$ cat src/rtl/k_way_merge_unit_macros.svh
// ----------------------------------------------------------------------------
// k_way_merge_unit assertion macros
// Shared concurrent assertion forms for the merge unit.
// ----------------------------------------------------------------------------
`ifndef K_WAY_MERGE_UNIT_MACROS_SVH
`define K_WAY_MERGE_UNIT_MACROS_SVH

// property must hold on every rising clock edge outside reset
`define KWM_ASSERT(lbl, clk, rst, prop, msg) \
   lbl: assert property (@(posedge clk) disable iff (rst) prop) else $error(msg);

// condition must never be seen outside reset
`define KWM_NEVER(lbl, clk, rst, expr, msg) \
   lbl: assert property (@(posedge clk) disable iff (rst) !(expr)) else $error(msg);

`endif

$ cat src/rtl/kwm_pkg.sv
`timescale 1ns / 1ps
// ----------------------------------------------------------------------------
// kwm_pkg
// Types and codes shared by the merge unit and its lane cells.
// ----------------------------------------------------------------------------
package kwm_pkg;

   localparam int CMD_W     = 2;
   localparam int LANE_W    = 3;
   localparam int KEY_W     = 32;
   localparam int PAYLOAD_W = 32;
   localparam int RUN_W     = 4;
   localparam int CSR_IDX_W = 1;

   typedef enum logic [CMD_W-1:0] {
      CMD_START  = 2'd0,
      CMD_RECORD = 2'd1,
      CMD_END    = 2'd2
   } cmd_type;

   typedef enum logic [CSR_IDX_W-1:0] {
      REG_RUNS_IN_USE = 1'b0,
      REG_DESCENDING  = 1'b1
   } csr_reg_type;

   typedef struct packed {
      logic tok;
      logic all_ready;
      logic any_head;
   } cand_type;

   typedef struct packed {
      logic              start;
      logic              rec;
      logic              fin;
      logic              clr;
      logic [LANE_W-1:0] lane;
      logic [LANE_W-1:0] clr_lane;
   } ctrl_type;

endpackage

$ cat src/rtl/k_way_merge_unit.sv
`timescale 1ns / 1ps
// A new input word is taken only once the last one is through: the best-head
// candidate walks the row of lane cells one lane per cycle, then the result is
// registered. A result word waiting on rsp_stall holds the unit in emit, so it
// stalls the next request as well.
// Reset (synchronous, active high) clears all heads, end flags, the done flag
// and the handshakes; runs_in_use returns to 8 and descending to 0.
// ----------------------------------------------------------------------------
// k_way_merge_unit
// Merges up to MAX_RUNS sorted runs through a row of lane cells.
// ----------------------------------------------------------------------------
`include "k_way_merge_unit_macros.svh"

module k_way_merge_unit #(
   parameter int MAX_RUNS     = 8,
   parameter int KEY_BITS     = 32,
   parameter int PAYLOAD_BITS = 32
) (
   input  logic                              clock,
   input  logic                              reset,
   input  logic                              req_valid,
   output logic                              req_stall,
   input  logic [kwm_pkg::CMD_W-1:0]         req_cmd,
   input  logic [kwm_pkg::LANE_W-1:0]        req_lane,
   input  logic [kwm_pkg::KEY_W-1:0]         req_key,
   input  logic [kwm_pkg::PAYLOAD_W-1:0]     req_payload,
   output logic                              rsp_valid,
   input  logic                              rsp_stall,
   output logic [kwm_pkg::KEY_W-1:0]         rsp_out_key,
   output logic [kwm_pkg::PAYLOAD_W-1:0]     rsp_out_payload,
   output logic [kwm_pkg::LANE_W-1:0]        rsp_source_lane,
   output logic                              rsp_done_res,
   input  logic                              csr_valid,
   output logic                              csr_ready,
   input  logic [kwm_pkg::CSR_IDX_W-1:0]     csr_index,
   input  logic [kwm_pkg::RUN_W-1:0]         csr_data
);
   import kwm_pkg::*;

   localparam int IDX_W = $clog2(MAX_RUNS);
   localparam int CAP   = (MAX_RUNS < 15) ? MAX_RUNS : 15;

   typedef enum logic [2:0] {
      ST_IDLE = 3'b001,
      ST_SCAN = 3'b010,
      ST_EMIT = 3'b100
   } state_type;

   state_type               state_ff, state_in;
   logic [RUN_W-1:0]        runs_ff;
   logic                    desc_ff;
   logic [RUN_W-1:0]        runs_n;
   logic                    merge_done_ff, merge_done_in;
   logic                    seed_ff;
   logic                    accept, out_free, emit_go, emit_rec, emit_done;
   ctrl_type                ctrl;

   cand_type                chain_flags   [MAX_RUNS+1];
   logic [KEY_BITS-1:0]     chain_key     [MAX_RUNS+1];
   logic [PAYLOAD_BITS-1:0] chain_payload [MAX_RUNS+1];
   logic [IDX_W-1:0]        chain_lane    [MAX_RUNS+1];

   logic                    rsp_valid_ff, rsp_valid_in;
   logic [KEY_W-1:0]        rsp_key_ff;
   logic [PAYLOAD_W-1:0]    rsp_payload_ff;
   logic [LANE_W-1:0]       rsp_lane_ff;
   logic                    rsp_done_ff;

   // configuration
   assign csr_ready = 1'b1;

   always_ff @(posedge clock) begin
      if (reset) begin
         runs_ff <= RUN_W'(8);
         desc_ff <= 1'b0;
      end else if (csr_valid && csr_ready) begin
         case (csr_index)
            REG_RUNS_IN_USE: runs_ff <= csr_data;
            REG_DESCENDING:  desc_ff <= csr_data[0];
            default: ;
         endcase
      end
   end

   always_comb begin
      if (runs_ff == '0) begin
         runs_n = RUN_W'(1);
      end else if (32'(runs_ff) > 32'(CAP)) begin
         runs_n = RUN_W'(CAP);
      end else begin
         runs_n = runs_ff;
      end
   end

   // command decode
   assign req_stall = (state_ff != ST_IDLE);
   assign accept    = req_valid && !req_stall;

   always_comb begin
      ctrl          = '0;
      ctrl.lane     = req_lane;
      ctrl.clr      = emit_rec;
      ctrl.clr_lane = LANE_W'(chain_lane[MAX_RUNS]);
      if (accept) begin
         case (req_cmd)
            CMD_START:  ctrl.start = 1'b1;
            CMD_RECORD: ctrl.rec   = 1'b1;
            CMD_END:    ctrl.fin   = 1'b1;
            default: ;
         endcase
      end
   end

   // row of lane cells
   assign chain_flags[0]   = '{tok: seed_ff, all_ready: 1'b1, any_head: 1'b0};
   assign chain_key[0]     = '0;
   assign chain_payload[0] = '0;
   assign chain_lane[0]    = '0;

   for (genvar g = 0; g < MAX_RUNS; g++) begin : g_cell
      kwm_cell #(
         .LANE         (g),
         .KEY_BITS     (KEY_BITS),
         .PAYLOAD_BITS (PAYLOAD_BITS),
         .IDX_W        (IDX_W)
      ) u_cell (
         .clock       (clock),
         .reset       (reset),
         .ctrl        (ctrl),
         .runs_n      (runs_n),
         .descending  (desc_ff),
         .rec_key     (KEY_BITS'(req_key)),
         .rec_payload (PAYLOAD_BITS'(req_payload)),
         .in_flags    (chain_flags[g]),
         .in_key      (chain_key[g]),
         .in_payload  (chain_payload[g]),
         .in_lane     (chain_lane[g]),
         .out_flags   (chain_flags[g+1]),
         .out_key     (chain_key[g+1]),
         .out_payload (chain_payload[g+1]),
         .out_lane    (chain_lane[g+1])
      );
   end

   // sequencer
   assign out_free  = !rsp_valid_ff || !rsp_stall;
   assign emit_go   = (state_ff == ST_EMIT) && out_free;
   assign emit_rec  = emit_go && !merge_done_ff && chain_flags[MAX_RUNS].all_ready
                      && chain_flags[MAX_RUNS].any_head;
   assign emit_done = emit_go && !merge_done_ff && chain_flags[MAX_RUNS].all_ready
                      && !chain_flags[MAX_RUNS].any_head;

   always_comb begin
      state_in = state_ff;
      case (state_ff)
         ST_IDLE: begin
            if (accept) state_in = ST_SCAN;
         end
         ST_SCAN: begin
            if (chain_flags[MAX_RUNS].tok) state_in = ST_EMIT;
         end
         ST_EMIT: begin
            if (out_free) state_in = ST_IDLE;
         end
         default: state_in = ST_IDLE;
      endcase
   end

   always_comb begin
      merge_done_in = merge_done_ff;
      if (ctrl.start) begin
         merge_done_in = 1'b0;
      end else if (emit_done) begin
         merge_done_in = 1'b1;
      end
   end

   always_comb begin
      rsp_valid_in = rsp_valid_ff && rsp_stall;
      if (emit_rec || emit_done) begin
         rsp_valid_in = 1'b1;
      end
   end

   always_ff @(posedge clock) begin
      if (reset) begin
         state_ff      <= ST_IDLE;
         merge_done_ff <= 1'b0;
         seed_ff       <= 1'b0;
         rsp_valid_ff  <= 1'b0;
      end else begin
         state_ff      <= state_in;
         merge_done_ff <= merge_done_in;
         seed_ff       <= accept;
         rsp_valid_ff  <= rsp_valid_in;
      end
   end

   // result word
   always_ff @(posedge clock) begin
      if (emit_rec) begin
         rsp_key_ff     <= KEY_W'(chain_key[MAX_RUNS]);
         rsp_payload_ff <= PAYLOAD_W'(chain_payload[MAX_RUNS]);
         rsp_lane_ff    <= LANE_W'(chain_lane[MAX_RUNS]);
         rsp_done_ff    <= 1'b0;
      end else if (emit_done) begin
         rsp_key_ff     <= '0;
         rsp_payload_ff <= '0;
         rsp_lane_ff    <= '0;
         rsp_done_ff    <= 1'b1;
      end
   end

   assign rsp_valid       = rsp_valid_ff;
   assign rsp_out_key     = rsp_key_ff;
   assign rsp_out_payload = rsp_payload_ff;
   assign rsp_source_lane = rsp_lane_ff;
   assign rsp_done_res    = rsp_done_ff;

   `KWM_ASSERT(a_rsp_from_emit, clock, reset,
      $rose(rsp_valid_ff) |-> $past(state_ff == ST_EMIT), "result word outside emit")
   `KWM_ASSERT(a_done_zero, clock, reset,
      (rsp_valid_ff && rsp_done_ff) |-> (rsp_key_ff == '0 && rsp_payload_ff == '0
      && rsp_lane_ff == '0), "done word carries record fields")
   `KWM_ASSERT(a_done_word, clock, reset,
      $rose(merge_done_ff) |-> (rsp_valid_ff && rsp_done_ff), "merge done without done word")
   `KWM_NEVER(a_tail_in_scan, clock, reset,
      chain_flags[MAX_RUNS].tok && (state_ff != ST_SCAN), "candidate left row outside scan")

endmodule

$ cat src/rtl/kwm_cell.sv
`timescale 1ns / 1ps
// ----------------------------------------------------------------------------
// kwm_cell
// One lane: holds the run head and end flag, and folds its head into the
// best candidate walking along the row, one cell per cycle.
// ----------------------------------------------------------------------------
module kwm_cell #(
   parameter int LANE         = 0,
   parameter int KEY_BITS     = 32,
   parameter int PAYLOAD_BITS = 32,
   parameter int IDX_W        = 3
) (
   input  logic                           clock,
   input  logic                           reset,
   input  kwm_pkg::ctrl_type              ctrl,
   input  logic [kwm_pkg::RUN_W-1:0]      runs_n,
   input  logic                           descending,
   input  logic [KEY_BITS-1:0]            rec_key,
   input  logic [PAYLOAD_BITS-1:0]        rec_payload,
   input  kwm_pkg::cand_type              in_flags,
   input  logic [KEY_BITS-1:0]            in_key,
   input  logic [PAYLOAD_BITS-1:0]        in_payload,
   input  logic [IDX_W-1:0]               in_lane,
   output kwm_pkg::cand_type              out_flags,
   output logic [KEY_BITS-1:0]            out_key,
   output logic [PAYLOAD_BITS-1:0]        out_payload,
   output logic [IDX_W-1:0]               out_lane
);
   import kwm_pkg::*;

   localparam logic [31:0]       LANE_U  = LANE;
   localparam bit                REACH   = LANE_U < (32'd1 << LANE_W);
   localparam logic [LANE_W-1:0] LANE_ID = LANE_W'(LANE);

   logic [KEY_BITS-1:0]     head_key_ff;
   logic [PAYLOAD_BITS-1:0] head_payload_ff;
   logic                    head_valid_ff, head_valid_in;
   logic                    run_ended_ff, run_ended_in;
   logic                    head_wr;
   logic                    active, hit, clr_hit, take_own, blocked;
   cand_type                cand_ff, cand_in;
   logic [KEY_BITS-1:0]     cand_key_ff;
   logic [PAYLOAD_BITS-1:0] cand_payload_ff;
   logic [IDX_W-1:0]        cand_lane_ff;

   assign active  = 32'(runs_n) > LANE_U;
   assign hit     = REACH && (ctrl.lane == LANE_ID);
   assign clr_hit = REACH && ctrl.clr && (ctrl.clr_lane == LANE_ID);

   always_comb begin
      head_valid_in = head_valid_ff;
      run_ended_in  = run_ended_ff;
      head_wr       = 1'b0;
      if (ctrl.start) begin
         head_valid_in = 1'b0;
         run_ended_in  = 1'b0;
      end else if (ctrl.rec && hit && active && !head_valid_ff && !run_ended_ff) begin
         head_valid_in = 1'b1;
         head_wr       = 1'b1;
      end else if (ctrl.fin && hit && active) begin
         run_ended_in = 1'b1;
      end
      if (clr_hit) begin
         head_valid_in = 1'b0;
      end
   end

   always_ff @(posedge clock) begin
      if (reset) begin
         head_valid_ff <= 1'b0;
         run_ended_ff  <= 1'b0;
      end else begin
         head_valid_ff <= head_valid_in;
         run_ended_ff  <= run_ended_in;
      end
   end

   always_ff @(posedge clock) begin
      if (head_wr) begin
         head_key_ff     <= rec_key;
         head_payload_ff <= rec_payload;
      end
   end

   // later lane wins ties
   always_comb begin
      take_own = 1'b0;
      if (active && head_valid_ff) begin
         if (!in_flags.any_head) begin
            take_own = 1'b1;
         end else if (descending) begin
            take_own = head_key_ff >= in_key;
         end else begin
            take_own = head_key_ff <= in_key;
         end
      end
   end

   assign blocked           = active && !head_valid_ff && !run_ended_ff;
   assign cand_in.tok       = in_flags.tok;
   assign cand_in.all_ready = in_flags.all_ready && !blocked;
   assign cand_in.any_head  = in_flags.any_head || (active && head_valid_ff);

   always_ff @(posedge clock) begin
      if (reset) begin
         cand_ff <= '0;
      end else begin
         cand_ff.tok <= cand_in.tok;
         if (in_flags.tok) begin
            cand_ff.all_ready <= cand_in.all_ready;
            cand_ff.any_head  <= cand_in.any_head;
         end
      end
   end

   always_ff @(posedge clock) begin
      if (in_flags.tok) begin
         cand_key_ff     <= take_own ? head_key_ff : in_key;
         cand_payload_ff <= take_own ? head_payload_ff : in_payload;
         cand_lane_ff    <= take_own ? IDX_W'(LANE) : in_lane;
      end
   end

   assign out_flags   = cand_ff;
   assign out_key     = cand_key_ff;
   assign out_payload = cand_payload_ff;
   assign out_lane    = cand_lane_ff;

endmodule

$ cat config.mk
export PLATFORM = sky130hd
export DESIGN_NAME = k_way_merge_unit
export DESIGN_NICKNAME = d
export VERILOG_FILES = /design/src/rtl/kwm_pkg.sv /design/src/rtl/k_way_merge_unit.sv /design/src/rtl/kwm_cell.sv
export VERILOG_INCLUDE_DIRS = /design/src /design/src/rtl
export SDC_FILE = /design/constraint.sdc
export NUM_CORES = 1
export LEC_CHECK = 0
export CORE_ASPECT_RATIO = 1.4
export CORE_MARGIN = 2
export CORE_UTILIZATION = 50
export DETAILED_ROUTE_END_ITERATION = 10
export DONT_BUFFER_PORTS = 1
export GPL_TIMING_DRIVEN = 0
export HOLD_SLACK_MARGIN = 0.06
export SETUP_SLACK_MARGIN = 0.4
export SYNTH_ARGS = -nofsm -noshare
export SYNTH_HDL_FRONTEND = slang
export SYNTH_SLANG_ARGS = --single-unit
$ cat constraint.sdc
create_clock -name clock -period 17.76 [get_ports clock]
set_input_delay 3.552 -clock clock [delete_from_list [all_inputs] [get_ports clock]]
set_output_delay 3.552 -clock clock [all_outputs]
set_load 0.005 [all_outputs]
; Word-level counts from Yosys, hierarchy flattened
; Cells that the tools add are included.
[totals]
ff_bits = 1160
input_bits = 79
[classes]
order_cmp = 23
n_eq_ne = 23
mux = 68
n_bitwise = 9
reduce_logical = 157
[ops]
columns = operator, n
row1 = 2-to-1 mux 32 bit, 17
row2 = >= comparator 32 bit, 7
row3 = less-or-equal comparator 32 bit, 7
row4 = logical AND 1 bit, 94
row5 = 2-to-1 mux 1 bit, 42
row6 = logical NOT 1 bit, 29
row7 = equality test 3 bit (second input constant), 9
row8 = OR reduction 3 bit, 8
row9 = AND reduction 2 bit, 10
row10 = 2-to-1 mux 3 bit, 6
row11 = greater-than comparator 4 x 3 -> 1 bit (second input constant), 4
row12 = equality test 3 x 2 -> 1 bit (second input constant), 5
row13 = equality test 3 x 1 -> 1 bit (second input constant), 3
row14 = logical OR 1 bit, 9
row15 = NOT 1 bit, 9
row16 = case mux 3 bit (3 select lines), 1
row17 = greater-than comparator 4 x 1 -> 1 bit (second input constant), 2
row18 = greater-than comparator 4 x 2 -> 1 bit (second input constant), 2
row19 = 2-to-1 mux 4 bit, 2
row20 = logical NOT 3 bit, 2
row21 = greater-than comparator 4 bit (second input constant), 1
row22 = logical NOT 4 bit, 1
row23 = != test 2 bit (second input constant), 2
row24 = != test 3 x 1 -> 1 bit (second input constant), 1
row25 = 7 further kinds, 7

; Logic depth before layout (Yosys ltp)
[depth]
word_depth = 10
ltp_mapped = 12
mapped_depth_nobuf = 11

; By module
; Synthesis repeated with hierarchy kept, for this count alone.
[unflattened]
hier_cells = 2986
area_unflattened_um2 = 49881.6
[by_module_without_submodules]
columns = module, instances, cells_each, area_each_um2
row1 = kwm_cell (g_cell[5].u_cell ...), 2, 349, 5884.4
row2 = kwm_cell (g_cell[4].u_cell), 1, 349, 5921.9
row3 = kwm_cell (g_cell[0].u_cell), 1, 347, 5890.6
row4 = kwm_cell (g_cell[1].u_cell), 1, 350, 5880.6
row5 = kwm_cell (g_cell[6].u_cell), 1, 345, 5804.3
row6 = kwm_cell (g_cell[2].u_cell), 1, 346, 5795.6
row7 = kwm_cell (g_cell[3].u_cell), 1, 345, 5776.8
row8 = k_way_merge_unit, 1, 206, 3042.9

; Worst setup path before layout
; Ideal clock, no wire load.
[synth_timing]
path_type = in2reg
start = in req_valid
end = reg g_cell[4].u_cell.head_key_ff[0] (enable)
arrival_ns = 10.544
required_time_ns = 17.106
path_slack_ns = 6.561
cell_stages = 5
path_buffers = 0
cell_sequence = nor2b_1 nand3b_1 nor3b_1 nand2_1 nor4_1
[synth_via]
elab_chain_cells = 8
[synth_rtl]
columns = item, line
row1 = from (decl), k_way_merge_unit.sv:21  ; input logic req_valid,
row2 = logical AND 1 bit *, k_way_merge_unit.sv:97  ; assign accept = req_valid && !req_stall;
row3 = 2-to-1 mux 3 bit *, k_way_merge_unit.sv:104  ; if (accept) begin
row4 = logical AND 1 bit (4 in series), kwm_cell.sv:57  ; end else if (ctrl.rec && hit && active && !head_valid_ff && !run_ended_ff) begin
row5 = 2-to-1 mux 1 bit, kwm_cell.sv:57
row6 = 2-to-1 mux 1 bit *, kwm_cell.sv:54  ; if (ctrl.start) begin
row7 = via g_cell[4].u_cell.head_wr, kwm_cell.sv:39  ; logic head_wr;
row8 = to (signal assigned), kwm_cell.sv:80  ; head_key_ff <= rec_key;
row9 = to (decl), kwm_cell.sv:35  ; logic [KEY_BITS-1:0] head_key_ff;
; The timed path passes the listed nets; every way through them passes the cells marked *.
; A chain may end at the register's enable or synchronous reset.

; Worst setup path after layout
[layout_timing]
start = in req_valid
end = reg g_cell[4].u_cell.head_key_ff[7] (enable)
; The elaborated chain is that of the path after synthesis.

==> impl_metrics.csv <==
group,metric,value,unit
logic_synthesis,syn_area,0.0476,mm^2
logic_synthesis,netlist_top_cells_count,"edfxtp_1 (1,108), mux2_2 (417), inv_1 (235), ha_1 (224), a21oi_1 (115)",
routing,vias,24600,
sta,rsz0062_at_grt,"no",
final_layout,stdcell_count,4336,
setup_path,cp.required,18170,ps
grt,globalRouteOverflowTotal,0,
setup_path,cp_slowest_stage_delay,620,ps
routing,antenna_left,0,
die,core,0.0942,mm^2
final_layout,area_growth,12.7,%
die,die_h,369,um
logic_synthesis,synth_top_area_cell,"edfxtp_1",
pwr,vdd_drop_max,80.7,uV
flow_run,maxCapViolations,0,
grt,grt_pass1_wl,165000,um
logic_synthesis,syn_avg_cell_area,16.7,um^2
sta,fin_worst_skew,43.0,ps
die,placementRows,133,
setup_path,crit_type,"in2reg",
routing,wl_met3,5920,um
logic_synthesis,synthFlopType,"edfxtp_1",
clock_network,cts_sinks,1160,
sta,period_minus_slack,6010,ps
sta,timing.slew.headroom,28.0,%
logic_synthesis,syn_inst,2850,
place,port_buffers,0,
setup_path,crit_buf_inv,5,
setup_path,path_delay_family,"simple AND/OR/NAND/NOR gates",
routing,viasPerCell,5.67,
logic_synthesis,synth_top_area_share,69.9,%
logic_synthesis,ys_ff_latch,1160,
sta,fmax,0.166,GHz
status,status,"completed",
setup_path,crit_path_frequent_cell,"buf_4",
routing,wire_per_inst,25.6,um
setup_path,crit_slowest_cell,"nor4_2",
sta,slew_violations,0,
grt,antenna_found_initial,4,
pwr,p_seq_share,55.5,%
clock_network,tritoncts,"built",
routing,drcViolationCount,0,
setup_path,cp_cell_sequence,"nor2b_1, nand3b_1, nor3b_1, nand2_1, nor4_2, buf_4, buf_4, buf_4, buf_4, buf_4",
final_layout,finalNetCount,3332,
logic_synthesis,synth.most_common_cell,"edfxtp_1",
grt,grt_pass1_vias,26500,
place,place_hpwl,78400,um
die,die_x,265,um
clock_network,post_cts_resized,0,
logic_synthesis,synthTopCellsByArea,"edfxtp_1 (70%), mux2_2 (9.9%), ha_1 (5.9%), dfxtp_1 (2.2%), inv_1 (1.9%)",
clock_network,h-tree-depth,3,
place,numPlacedInstances,4134,
sta,worst_pin_slew,1070,ps
final_layout,post-route-cell-area,0.0536,mm^2
pwr,combPwrFrac,1.4,%
final_layout,drive_gt1_share,23.9,%
routing,drt-initial-drc-count,1670,
setup_path,cp_max_fo,9,
routing,met1_length,41100,um
grt,grt_max_degree,53,
logic_synthesis,async_reset_ff_share,0,%
logic_synthesis,syn-num-nets,3153,
sta,post-route-period-util,33.9,%
logic_synthesis,seq_area_frac_synth,72.1,%
clock_network,clockBufferDepth,3,
clock_network,postCtsSetupBuffers,0,
sta,setup_violations,0,
final_layout,antenna_cells,0,
routing,wl_met2,59400,um
clock_network,clkLatencyLatePin,720,ps
sta,finalHoldViolCount,0,
die,dieArea,0.0977,mm^2
pwr,p_sw,1080,uW
setup_path,cp.arrival,6420,ps
die,io_pins,150,
hold_path,whs_path_depth,2,
pwr,power.density,101,mW/mm^2
pwr,intPower,4350,uW
clock_network,cts_buffers,108,
pwr,power.leakage,0.0193,uW
logic_synthesis,yosysWarnings,0,
place,placed_cell_area,0.0501,mm^2
setup_path,cp.depth,10,
setup_path,end_kind,"flip-flop",
routing,routed_wl,111000,um
routing,top_layer,"met5",
routing,drt_first_pass_iters,7,
die,initial_utilization,50.5,%
clock_network,clockRootBuffer,"clkbuf_16",
logic_synthesis,synthDistinctLibCells,59,
place,place_congestion,0.839,
grt,track_usage,23.0,%
clock_network,clk_pin_slew,60,ps
pwr,p_clk_share,43.1,%
logic_synthesis,synth_edf_count,1108,
clock_network,cts_hold_buf,0,
pwr,netSwitchingFraction,19.9,%
setup_path,ff2ff_path_depth,10,
setup_path,worstSetupStartpointType,"primary input",
hold_path,hold_path_class,"reg2reg",
pwr,finalPower,5430,uW
area by class of cell:
cell class	count	area, um^2
Buffer	80	423
Inverter	235	882
Clock buffer	134	2820
Timing Repair Buffer	69	906
Sequential cell	1160	34300
Multi-Input combinational cell	1375	12000
Tap cell	1215	1520
Fill cell	7232	40600
Clock inverter	68	727
per-stage QoR:
step | util [%] | setup slack (ps) | hold WS [ps] | TNS (ps)
after floorplan | - | 6560 | 431 | 0
after global placement | 52.1 | -184 | 441 | -10740
after detailed placement | 53.2 | 11060 | 456 | 0
after CTS | 56.9 | 11800 | 469 | 0
after global routing | 56.9 | 11560 | 494 | 0
final | 56.9 | 11750 | 474 | 0
routing by layer:
layer	global-route usage, %	vias up
met2	42.6	640
met1	25.8	12500
met4	9.42	4
met3	4.65	230
met5	0	-
li1	-	11200
placed cells by master (no fill, tap or decap), types with 50 or more instances in the layout:
cell type and instances:
and3_1 68, edfxtp_1 1108, buf_6 50, mux2_2 417, nor2_1 68, ha_1 224, a21oi_1 115, nand2_1 67
clkbuf_1 61, clkbuf_16 109, inv_1 235, and2_1 70
cell families (layout without fill, tap and decap cells):
| kind of cell | Yosys count | count (layout) | share of synthesized area (%) |
|---|---|---|---|
| flip-flops | 1160 | 1160 | 72.1 |
| AND/OR/NAND/NOR | 461 | 461 | 5.28 |
| multiplexers | 453 | 453 | 10.9 |
| buffers and inverters | 315 | 586 | 2.74 |
| AO/OA/AOI/OAI | 236 | 236 | 3.03 |
| adder cells (fa/ha/maj) | 224 | 224 | 5.89 |
| other | 1 | 1 | 0.00788 |
worst reg2reg max path, stage by stage (launching register included):
cell and delay, ps:
edfxtp_1 410, ha_1 330, nand4_1 320, nor4_1 800, nand2_1 110, o2bb2ai_1 450, o31a_1 200, o311a_1 280
buf_2 490, buf_2 450, mux2_2 410
power groups by stage:
stage | clock [uW] | sequential (uW) | combinational, uW
5_1_grt | 2480 | 3010 | 84.9
4_1_cts | 2390 | 3010 | 78.5
6_report | 2340 | 3010 | 77.3
2_1_floorplan | 0 | 3070 | 47.0
3_3_place_gp | 0 | 3090 | 62.9
3_5_place_dp | 0 | 3070 | 77.8
sequential cells by signal, indices dropped and copies added, names as in the netlist, 4 cells and up:
signal                         cells
g_cell.u_cell.out_key            256
g_cell.u_cell.out_lane            17
g_cell.u_cell.out_flags           24
g_cell.u_cell.out_payload        256
g_cell.u_cell.head_payload_ff    256
g_cell.u_cell.head_valid_ff        8
g_cell.u_cell.run_ended_ff         8
runs_ff                            4
g_cell.u_cell.head_key_ff        256
rsp_out_payload                   32
rsp_out_key                       32
path summary, 6_finish.rpt:
path                                    start                                to  slack, ps
max                                 req_valid   g_cell[4].u_cell.head_key_ff[7]      11750
min             g_cell[6].u_cell.out_flags[1]     g_cell[7].u_cell.out_flags[1]        470
min reg2reg     g_cell[6].u_cell.out_flags[1]     g_cell[7].u_cell.out_flags[1]        470
max reg2reg  g_cell[3].u_cell.head_key_ff[29]  g_cell[3].u_cell.out_payload[26]      13260
(Power assumes the default switching activity.)
